### src/hdl/adcs_pkg.sv
`timescale 1ns / 1ps

package adcs_pkg;

  // Field widths fixed by the interface.
  localparam int CH_W        = 3;
  localparam int PTR_W       = CH_W + 1;
  localparam int SMP_W       = 10;
  localparam int MASK_W      = 8;
  localparam int STORE_DEPTH = 8;
  localparam int CFG_IDX_W   = 1;
  localparam int CFG_DATA_W  = 8;

  typedef enum logic [1:0] {
    OP_START  = 2'd0,
    OP_DONE   = 2'd1,
    OP_SELECT = 2'd2,
    OP_READ   = 2'd3
  } opcode_t;

  typedef enum logic [1:0] {
    STAT_OK      = 2'd0,
    STAT_BUSY    = 2'd1,
    STAT_EMPTY   = 2'd2,
    STAT_IGNORED = 2'd3
  } status_t;

  // Operating mode codes. The fourth code behaves as one-shot.
  localparam logic [1:0] MODE_ONESHOT = 2'd0;
  localparam logic [1:0] MODE_CONT    = 2'd1;
  localparam logic [1:0] MODE_SCAN    = 2'd2;

  localparam logic [CFG_IDX_W-1:0] CFG_OP_MODE   = 1'b0;
  localparam logic [CFG_IDX_W-1:0] CFG_SCAN_MASK = 1'b1;

  typedef enum logic [1:0] {
    ST_IDLE,
    ST_EXEC,
    ST_SEARCH
  } state_t;

  // What the sequencer does with the answer of the channel search.
  typedef enum logic [1:0] {
    PH_START,
    PH_NEXT,
    PH_WRAP
  } phase_t;

  typedef struct packed {
    logic             go;
    logic [PTR_W-1:0] from;
  } srch_req_t;

  typedef struct packed {
    logic            done;
    logic            found;
    logic [CH_W-1:0] pos;
  } srch_rsp_t;

endpackage

### src/hdl/adcs_search.sv
`timescale 1ns / 1ps

// Next-enabled-channel search, one channel examined per cycle.
module adcs_search
  import adcs_pkg::*;
#(
  parameter int CHANNELS = 8
) (
  input  logic              clk,
  input  logic              rst_n,
  input  logic [MASK_W-1:0] mask,
  input  srch_req_t         req,
  output srch_rsp_t         rsp
);

  localparam logic [PTR_W-1:0] CH_CNT = PTR_W'(CHANNELS);

  logic [PTR_W-1:0] ptr_r, ptr_nxt;
  logic             active_r, active_nxt;
  logic             in_range;
  logic             hit;

  assign in_range = ptr_r < CH_CNT;
  assign hit      = in_range && mask[ptr_r[CH_W-1:0]];

  always_comb begin
    rsp.done  = active_r && (!in_range || hit);
    rsp.found = active_r && hit;
    rsp.pos   = ptr_r[CH_W-1:0];
  end

  always_comb begin
    ptr_nxt    = ptr_r;
    active_nxt = active_r;
    if (req.go) begin
      ptr_nxt    = req.from;
      active_nxt = 1'b1;
    end else if (rsp.done) begin
      active_nxt = 1'b0;
    end else if (active_r) begin
      ptr_nxt = ptr_r + PTR_W'(1);
    end
  end

  always_ff @(posedge clk) begin
    if (!rst_n) begin
      ptr_r    <= '0;
      active_r <= 1'b0;
    end else begin
      ptr_r    <= ptr_nxt;
      active_r <= active_nxt;
    end
  end

endmodule

### src/hdl/adcs_store.sv
`timescale 1ns / 1ps

// Per-channel sample store, cleared by reset.
module adcs_store
  import adcs_pkg::*;
#(
  parameter int SAMPLE_BITS = 10
) (
  input  logic                   clk,
  input  logic                   rst_n,
  input  logic                   we,
  input  logic [CH_W-1:0]        waddr,
  input  logic [SAMPLE_BITS-1:0] wdata,
  input  logic [CH_W-1:0]        raddr,
  output logic [SAMPLE_BITS-1:0] rdata
);

  logic [SAMPLE_BITS-1:0] mem_r [STORE_DEPTH];

  assign rdata = mem_r[raddr];

  always_ff @(posedge clk) begin
    if (!rst_n) begin
      for (int i = 0; i < STORE_DEPTH; i++) begin
        mem_r[i] <= '0;
      end
    end else if (we) begin
      mem_r[waddr] <= wdata;
    end
  end

endmodule

### src/hdl/adc_channel_scan_sequencer.sv
`timescale 1ns / 1ps
// A request is taken at the edge where start is high and busy is low; its result is
// strobed on out_valid after the execute state, and for scan starts and scan samples
// only once the searches of the shared search unit (one position a cycle) have answered.
// Busy stays high until the result, so one request is handled at a time; start is taken
// again in the cycle the result is shown. The receiver cannot stall. Reset is synchronous,
// active low, and clears the control state of the sequencer, the configuration registers
// and every entry of the result store.
module adc_channel_scan_sequencer
  import adcs_pkg::*;
#(
  parameter int CHANNELS    = 8,
  parameter int SAMPLE_BITS = 10
) (
  input  logic                  clk,
  input  logic                  rst_n,
  // Request channel.
  input  logic                  start,
  output logic                  busy,
  input  logic [1:0]            in_opcode,
  input  logic [CH_W-1:0]       in_channel,
  input  logic [SMP_W-1:0]      in_sample,
  // Result channel, one strobed cycle per request.
  output logic                  out_valid,
  output logic [1:0]            out_status,
  output logic [CH_W-1:0]       out_result_channel,
  output logic [SMP_W-1:0]      out_result_value,
  output logic                  out_set_valid,
  output logic                  out_converting,
  output logic [CH_W-1:0]       out_next_channel,
  // Configuration write port.
  input  logic                  cfg_we,
  input  logic [CFG_IDX_W-1:0]  cfg_index,
  input  logic [CFG_DATA_W-1:0] cfg_wdata
);

  localparam logic [PTR_W-1:0] CH_CNT = PTR_W'(CHANNELS);

  // Sequencer state.
  state_t state_r, state_nxt;
  phase_t phase_r, phase_nxt;

  // Latched request.
  opcode_t          op_r, op_nxt;
  logic [CH_W-1:0]  ch_r, ch_nxt;
  logic [SMP_W-1:0] smp_r, smp_nxt;

  // Configuration.
  logic [1:0]        op_mode_r;
  logic [MASK_W-1:0] scan_mask_r;

  // Architectural state of the converter control.
  logic [CH_W-1:0] mux_r, mux_nxt;
  logic [CH_W-1:0] target_r, target_nxt;
  logic            valid_r, valid_nxt;
  logic            pass_busy_r, pass_busy_nxt;
  logic            auto_r, auto_nxt;
  logic [1:0]      eff_mode_r, eff_mode_nxt;

  // Result registers.
  logic             out_valid_r, out_valid_nxt;
  status_t          out_status_r, out_status_nxt;
  logic [CH_W-1:0]  out_rch_r, out_rch_nxt;
  logic [SMP_W-1:0] out_rval_r, out_rval_nxt;

  // Store and search unit hookup.
  logic                   st_we;
  logic [SAMPLE_BITS-1:0] st_wdata;
  logic [SAMPLE_BITS-1:0] st_rdata;
  srch_req_t              srch_req;
  srch_rsp_t              srch_rsp;

  logic ch_ok;
  logic running;

  assign busy    = (state_r != ST_IDLE);
  assign ch_ok   = {1'b0, ch_r} < CH_CNT;
  assign running = pass_busy_r || auto_r;

  // The sample is kept at the configured precision; only its low bits are reported.
  assign st_wdata = SAMPLE_BITS'(smp_r);

  adcs_store #(
    .SAMPLE_BITS (SAMPLE_BITS)
  ) u_store (
    .clk   (clk),
    .rst_n (rst_n),
    .we    (st_we),
    .waddr (mux_r),
    .wdata (st_wdata),
    .raddr (ch_r),
    .rdata (st_rdata)
  );

  adcs_search #(
    .CHANNELS (CHANNELS)
  ) u_search (
    .clk   (clk),
    .rst_n (rst_n),
    .mask  (scan_mask_r),
    .req   (srch_req),
    .rsp   (srch_rsp)
  );

  // Next state of the sequencer. A result strobe always returns it to idle.
  always_comb begin
    state_nxt = state_r;
    unique case (state_r)
      ST_IDLE: begin
        if (start) state_nxt = ST_EXEC;
      end
      ST_EXEC: begin
        state_nxt = srch_req.go ? ST_SEARCH : ST_IDLE;
      end
      ST_SEARCH: begin
        if (out_valid_nxt) state_nxt = ST_IDLE;
      end
      default: state_nxt = ST_IDLE;
    endcase
  end

  // Datapath and control outputs of the sequencer.
  always_comb begin
    op_nxt         = op_r;
    ch_nxt         = ch_r;
    smp_nxt        = smp_r;
    phase_nxt      = phase_r;
    mux_nxt        = mux_r;
    target_nxt     = target_r;
    valid_nxt      = valid_r;
    pass_busy_nxt  = pass_busy_r;
    auto_nxt       = auto_r;
    eff_mode_nxt   = eff_mode_r;
    out_valid_nxt  = 1'b0;
    out_status_nxt = out_status_r;
    out_rch_nxt    = out_rch_r;
    out_rval_nxt   = out_rval_r;
    st_we          = 1'b0;
    srch_req.go    = 1'b0;
    srch_req.from  = '0;

    unique case (state_r)
      ST_IDLE: begin
        if (start) begin
          op_nxt  = opcode_t'(in_opcode);
          ch_nxt  = in_channel;
          smp_nxt = in_sample;
        end
      end

      ST_EXEC: begin
        // Most requests report their own channel and no sample.
        out_status_nxt = STAT_OK;
        out_rch_nxt    = ch_r;
        out_rval_nxt   = '0;
        out_valid_nxt  = 1'b1;
        unique case (op_r)
          OP_START: begin
            if (!ch_ok && op_mode_r != MODE_SCAN) begin
              out_status_nxt = STAT_IGNORED;
            end else if (pass_busy_r) begin
              out_status_nxt = STAT_BUSY;
            end else if (op_mode_r == MODE_SCAN) begin
              // The first enabled channel is found by the search unit.
              valid_nxt     = 1'b0;
              out_valid_nxt = 1'b0;
              srch_req.go   = 1'b1;
              srch_req.from = '0;
              phase_nxt     = PH_START;
            end else begin
              eff_mode_nxt  = (op_mode_r == MODE_CONT) ? MODE_CONT : MODE_ONESHOT;
              auto_nxt      = (op_mode_r == MODE_CONT);
              valid_nxt     = 1'b0;
              pass_busy_nxt = 1'b1;
              mux_nxt       = ch_r;
              target_nxt    = ch_r;
            end
          end

          OP_DONE: begin
            if (!running) begin
              out_status_nxt = STAT_IGNORED;
            end else begin
              st_we        = 1'b1;
              out_rch_nxt  = mux_r;
              out_rval_nxt = SMP_W'(st_wdata);
              if (eff_mode_r == MODE_SCAN) begin
                // Advance to the next enabled channel above the one just sampled.
                out_valid_nxt = 1'b0;
                srch_req.go   = 1'b1;
                srch_req.from = {1'b0, mux_r} + PTR_W'(1);
                phase_nxt     = PH_NEXT;
              end else if (eff_mode_r == MODE_CONT) begin
                // A pending channel change takes effect now; otherwise the result is stable.
                if (target_r != mux_r) begin
                  mux_nxt = target_r;
                end else begin
                  valid_nxt     = 1'b1;
                  pass_busy_nxt = 1'b0;
                end
              end else begin
                valid_nxt     = 1'b1;
                pass_busy_nxt = 1'b0;
                auto_nxt      = 1'b0;
              end
            end
          end

          OP_SELECT: begin
            if (!ch_ok || eff_mode_r != MODE_CONT) begin
              out_status_nxt = STAT_IGNORED;
            end else begin
              target_nxt    = ch_r;
              valid_nxt     = 1'b0;
              pass_busy_nxt = 1'b1;
            end
          end

          OP_READ: begin
            if (!ch_ok) begin
              out_status_nxt = STAT_IGNORED;
            end else if (eff_mode_r != MODE_ONESHOT && !valid_r) begin
              out_status_nxt = STAT_BUSY;
            end else begin
              out_rval_nxt = SMP_W'(st_rdata);
            end
          end

          default: out_status_nxt = STAT_IGNORED;
        endcase
      end

      ST_SEARCH: begin
        if (srch_rsp.done) begin
          out_valid_nxt = 1'b1;
          unique case (phase_r)
            PH_START: begin
              if (srch_rsp.found) begin
                eff_mode_nxt  = MODE_SCAN;
                auto_nxt      = 1'b1;
                pass_busy_nxt = 1'b1;
                mux_nxt       = srch_rsp.pos;
                target_nxt    = srch_rsp.pos;
                out_rch_nxt   = srch_rsp.pos;
              end else begin
                // Empty mask: fall back to idle one-shot operation.
                eff_mode_nxt   = MODE_ONESHOT;
                auto_nxt       = 1'b0;
                pass_busy_nxt  = 1'b0;
                mux_nxt        = '0;
                target_nxt     = '0;
                out_status_nxt = STAT_EMPTY;
                out_rch_nxt    = '0;
              end
            end

            PH_NEXT: begin
              if (srch_rsp.found) begin
                mux_nxt = srch_rsp.pos;
              end else begin
                // The pass wrapped: the set is complete, restart from the lowest channel.
                valid_nxt     = 1'b1;
                pass_busy_nxt = 1'b0;
                out_valid_nxt = 1'b0;
                srch_req.go   = 1'b1;
                srch_req.from = '0;
                phase_nxt     = PH_WRAP;
              end
            end

            PH_WRAP: begin
              if (srch_rsp.found) begin
                mux_nxt = srch_rsp.pos;
              end else begin
                // The mask was emptied during the scan.
                eff_mode_nxt  = MODE_ONESHOT;
                auto_nxt      = 1'b0;
                pass_busy_nxt = 1'b0;
                mux_nxt       = '0;
                target_nxt    = '0;
              end
            end

            default: out_valid_nxt = 1'b1;
          endcase
        end
      end

      default: out_valid_nxt = 1'b0;
    endcase
  end

  // Control state.
  always_ff @(posedge clk) begin
    if (!rst_n) begin
      state_r     <= ST_IDLE;
      phase_r     <= PH_START;
      op_mode_r   <= MODE_ONESHOT;
      scan_mask_r <= '0;
      mux_r       <= '0;
      target_r    <= '0;
      valid_r     <= 1'b0;
      pass_busy_r <= 1'b0;
      auto_r      <= 1'b0;
      eff_mode_r  <= MODE_ONESHOT;
      out_valid_r <= 1'b0;
    end else begin
      state_r     <= state_nxt;
      phase_r     <= phase_nxt;
      mux_r       <= mux_nxt;
      target_r    <= target_nxt;
      valid_r     <= valid_nxt;
      pass_busy_r <= pass_busy_nxt;
      auto_r      <= auto_nxt;
      eff_mode_r  <= eff_mode_nxt;
      out_valid_r <= out_valid_nxt;
      if (cfg_we) begin
        unique case (cfg_index)
          CFG_OP_MODE:   op_mode_r   <= cfg_wdata[1:0];
          CFG_SCAN_MASK: scan_mask_r <= cfg_wdata[MASK_W-1:0];
          default:       op_mode_r   <= op_mode_r;
        endcase
      end
    end
  end

  // Payload registers.
  always_ff @(posedge clk) begin
    op_r         <= op_nxt;
    ch_r         <= ch_nxt;
    smp_r        <= smp_nxt;
    out_status_r <= out_status_nxt;
    out_rch_r    <= out_rch_nxt;
    out_rval_r   <= out_rval_nxt;
  end

  // The state fields of a result are read straight from the control registers, which hold
  // the post-request values during the strobe cycle.
  assign out_valid          = out_valid_r;
  assign out_status         = out_status_r;
  assign out_result_channel = out_rch_r;
  assign out_result_value   = out_rval_r;
  assign out_set_valid      = valid_r;
  assign out_converting     = running;
  assign out_next_channel   = mux_r;

endmodule

### config.mk
export PLATFORM = sky130hd
export DESIGN_NAME = adc_channel_scan_sequencer
export DESIGN_NICKNAME = d
export VERILOG_FILES = /design/src/hdl/adcs_pkg.sv /design/src/hdl/adcs_search.sv /design/src/hdl/adcs_store.sv /design/src/hdl/adc_channel_scan_sequencer.sv
export SDC_FILE = /design/constraint.sdc
export NUM_CORES = 1
export LEC_CHECK = 0
export BUFFER_PORTS_ARGS = -buffer_cell sky130_fd_sc_hd__buf_2
export CAP_MARGIN = 25
export CELL_PAD_IN_SITES_DETAIL_PLACEMENT = 1
export CELL_PAD_IN_SITES_GLOBAL_PLACEMENT = 2
export CORE_ASPECT_RATIO = 1.1
export CORE_MARGIN = 5
export CORE_UTILIZATION = 45
export DETAILED_ROUTE_END_ITERATION = 7
export HOLD_SLACK_MARGIN = 0.05
export PLACE_DENSITY_LB_ADDON = 0.2
export RECOVER_POWER = 100
export SYNTH_ARGS = -nofsm -noshare
export SYNTH_HDL_FRONTEND = slang
export SYNTH_SLANG_ARGS = --single-unit
### constraint.sdc
create_clock -name clk -period 8.5 [get_ports clk]
set_clock_uncertainty 0.2 [all_clocks]
set_input_delay 1.275 -clock clk [delete_from_list [all_inputs] [get_ports clk]]
set_output_delay 1.275 -clock clk [all_outputs]
set_load 0.02 [all_outputs]
==> run metrics <==
Tightest Pin Transition=roughly 1.3 ns; number of flops mapped to enable cells by yosys=110; hold_buf cts=0; worst hold path type=reg -> reg; Critical R2R Capture=u_store.mem_r[0][7]; final cell count without fillers=between 800 and 900; Setup crit end kind=register; final worst path period need=5.19 ns; GR Util All Layers=21.2%; drt pass-1 iters=4; Worst Path Max Fanout=29; Core Rows=48; crit path DAT=approximately 5.1 ns; Post-route DRC=0; syn nets=around 610; R2R Path Start=state_r[1]; ant diodes=0; DR vias=4,698; r2r setup slk=about 4.4 ns; Die Wd=approximately 130 um; Setup Fix Bufs, Post-CTS=0; Max-slew headroom=roughly 15%; initial antenna violation count=0; post-synth cell types=70; post-synthesis async set-or-reset flop share=0%; Placeable Area=approximately 16,000 um^2; # IOs=50; Port Buf Inserts=49; Cell Pwr Density=between 200 and 250 nW/um^2; post-synthesis cell area=7050 um^2; number of buffers created by CTS=17; Final ANT Viol Nets=0; status=finished, final reports clean; WL final=18,300 um; DP HPWL=roughly 13,000 um; Post-CTS Resized=0; number of H-tree levels=4; Critical Path RT=roughly 8.4 ns; Sequential Power Share=47.4%; CTS tree=built; vias per cell=between 5 and 6; Mapped Cells=about 570; clock network fraction of design power=around 45%; largest net degree at the start of global routing=30; Crit Path Class=in -> reg; Worst-Skew Late Latency=around 0.43 ns; flops & latches, synth=144; Chip Height=roughly 140 um; Area Growth Syn to Fin=12.8%; CTS sink count=between 100 and 150; vias in the first global route=around 5,100; combinational share of power=~7.7%; final net count=656; cell internal pwr=1330 uW; register area=roughly 4000 um^2; initial core utilization=between 40% and 50%; post-synth top area share=approximately 47%; die area=~18,000 um^2; hold endpoint=scan_mask_r[2]; commonest cells in the netlist=110 x edfxtp_1, 85 x and2_1, 44 x nand2_1, 36 x o21ai_0, 34 x dfxtp_1; Placed Cells incl. Taps=~800; RD Place Congestion=between 0.8 and 0.9; average routed wire per standard cell=around 22 um; Net Sw Frac=between 20 and 25%; CP cell instances=clkbuf_1 > inv_1 > or4_1 > nor3_1 > nand2b_1; Multi-input gate area=about 2800 um^2; count leader, synth=edfxtp_1; Syn. warnings=0; Switch Pwr=approximately 400 uW; endpoints failing setup=0; CP Launch Type=input pin; clock tree buffer depth=2; Hold Fails Final Rpt=0; total negative slack=0 ns; RSZ-0062 raised after global routing=no; number of max-cap violations=0; final instance area=slightly below 8000 um^2; hold depth=2; VDD IR-drop max=between 0.1 and 0.15 mV; leakage=about 0.0029 uW; Worst Reg-to-Reg Cells=7; register area share after synthesis=a little under three fifths; syn avg cell area=12.4 um^2; most common flop cell mapped by yosys=edfxtp_1; placed cell areas=about 7500 um^2; CP max-delay cell=clkbuf_1; Layout fillers=approximately 1,600; Pins Over Slew Limit=0; Area contributors post-synth=edfxtp_1 47%, dfxtp_1 9.7%, and2_1 7.5%; cell taking the most area after synthesis=edfxtp_1; CTS root buffer=clkbuf_16; first-pass GRT wire length=around 29,000 um; slowest stage delay, CP=between 0.9 and 1 ns; fraction of layout cells with a size suffix above 1=14.6%; final core utilization=approximately half; fmax=roughly 190 MHz; initial drt markers=233; clk slew on worst S/H paths=0.06 ns; final worst-path cycle share=around three fifths; grt ovf=0; Hold Crit Start=scan_mask_r[2]
placed cells by master, fill, tap and decap left out, drive strengths merged, types with 4 or more instances in the layout:
cell    synthesis  routed
a21oi          18      18
a31oi          11      11
and2           85      85
buf            14      25
bufinv          0       4
clkbuf         14      52
clkinv          0       5
dfxtp          34      34
edfxtp        110     110
ha             12      12
inv            19      20
mux2            4       4
mux2i          28      28
mux4           20      20
nand2          45      45
nand2b          9       9
nand3          17      17
nor2           27      27
nor2b           4       4
o21a            4       4
o21ai          41      41
o31ai           4       4
layer usage:
metal,global-route usage (%),part of all wire (%)
met5,0,0
met4,8.40,2.3
met3,4.97,3.0
met2,38.9,56
met1,23.4,39
cell type report:
type                    count  area share [%]
flip-flops and latches    144            50.1
multi-input cells         377            35.2
clock buffers              20            5.49
well taps                 200            3.15
repair buffers             57            3.11
clock inverters            12            2.08
inverters                  19           0.897
state kept, by name, summed over array words and instances, names as in the netlist, 3 cells and up, named ones only:
signal and cells:
scan_mask_r 8, smp_r 10, out_next_channel 3, u_search.ptr_r 4, u_store.mem_r 80, target_r 3, ch_r 3, out_result_channel 3
out_result_value 10
logic make-up after synthesis:
| group | count (synthesis) | share of synthesized area, % |
|---|---|---|
| AND/OR/NAND/NOR | 204 | 16.0 |
| flip-flops | 144 | 56.5 |
| AO/OA/AOI/OAI | 105 | 10.7 |
| multiplexers | 52 | 11.0 |
| buffers and inverters | 47 | 3.03 |
| adder cells (fa/ha/maj) | 12 | 2.13 |
| XOR/XNOR | 4 | 0.604 |
power groups by stage:
stage / clock network, uW / logic [uW] / registers [uW]
finish: 775 / 134 / 819
global route: 825 / 146 / 823
CTS: 789 / 141 / 819
detailed placement: 0 / 140 / 834
global placement: 0 / 137 / 832
floorplan: 0 / 97.1 / 822
worst max-delay path, delay by kind of cell:
family / cells / cell delay [ns]
buffers and inverters: 2 / 1.58
AND/OR/NAND/NOR: 3 / 2.19
how the worst max path moves through the flow:
stage	startpoint	end	slack [ns]	cells after the start
after CTS	rst_n	u_store.mem_r[0][8]	4.49	5
after detailed placement	rst_n	u_store.mem_r[0][3]	4.14	5
final	rst_n	u_store.mem_r[0][7]	3.31	5
after global routing	rst_n	u_store.mem_r[0][7]	2.96	5
after floorplan	rst_n	u_store.mem_r[2][0]	5.15	4
after global placement	rst_n	u_store.mem_r[0][7]	4.31	5
through the flow:
step	hold slack, ns	worst slack, ns	power, uW
floorplan	0.236	5.15	919
global placement	0.247	4.31	968
detailed placement	0.249	4.14	974
CTS	0.258	4.49	1750
global route	0.280	2.96	1790
finish	0.256	3.31	1730
(Power assumes the default switching activity.)
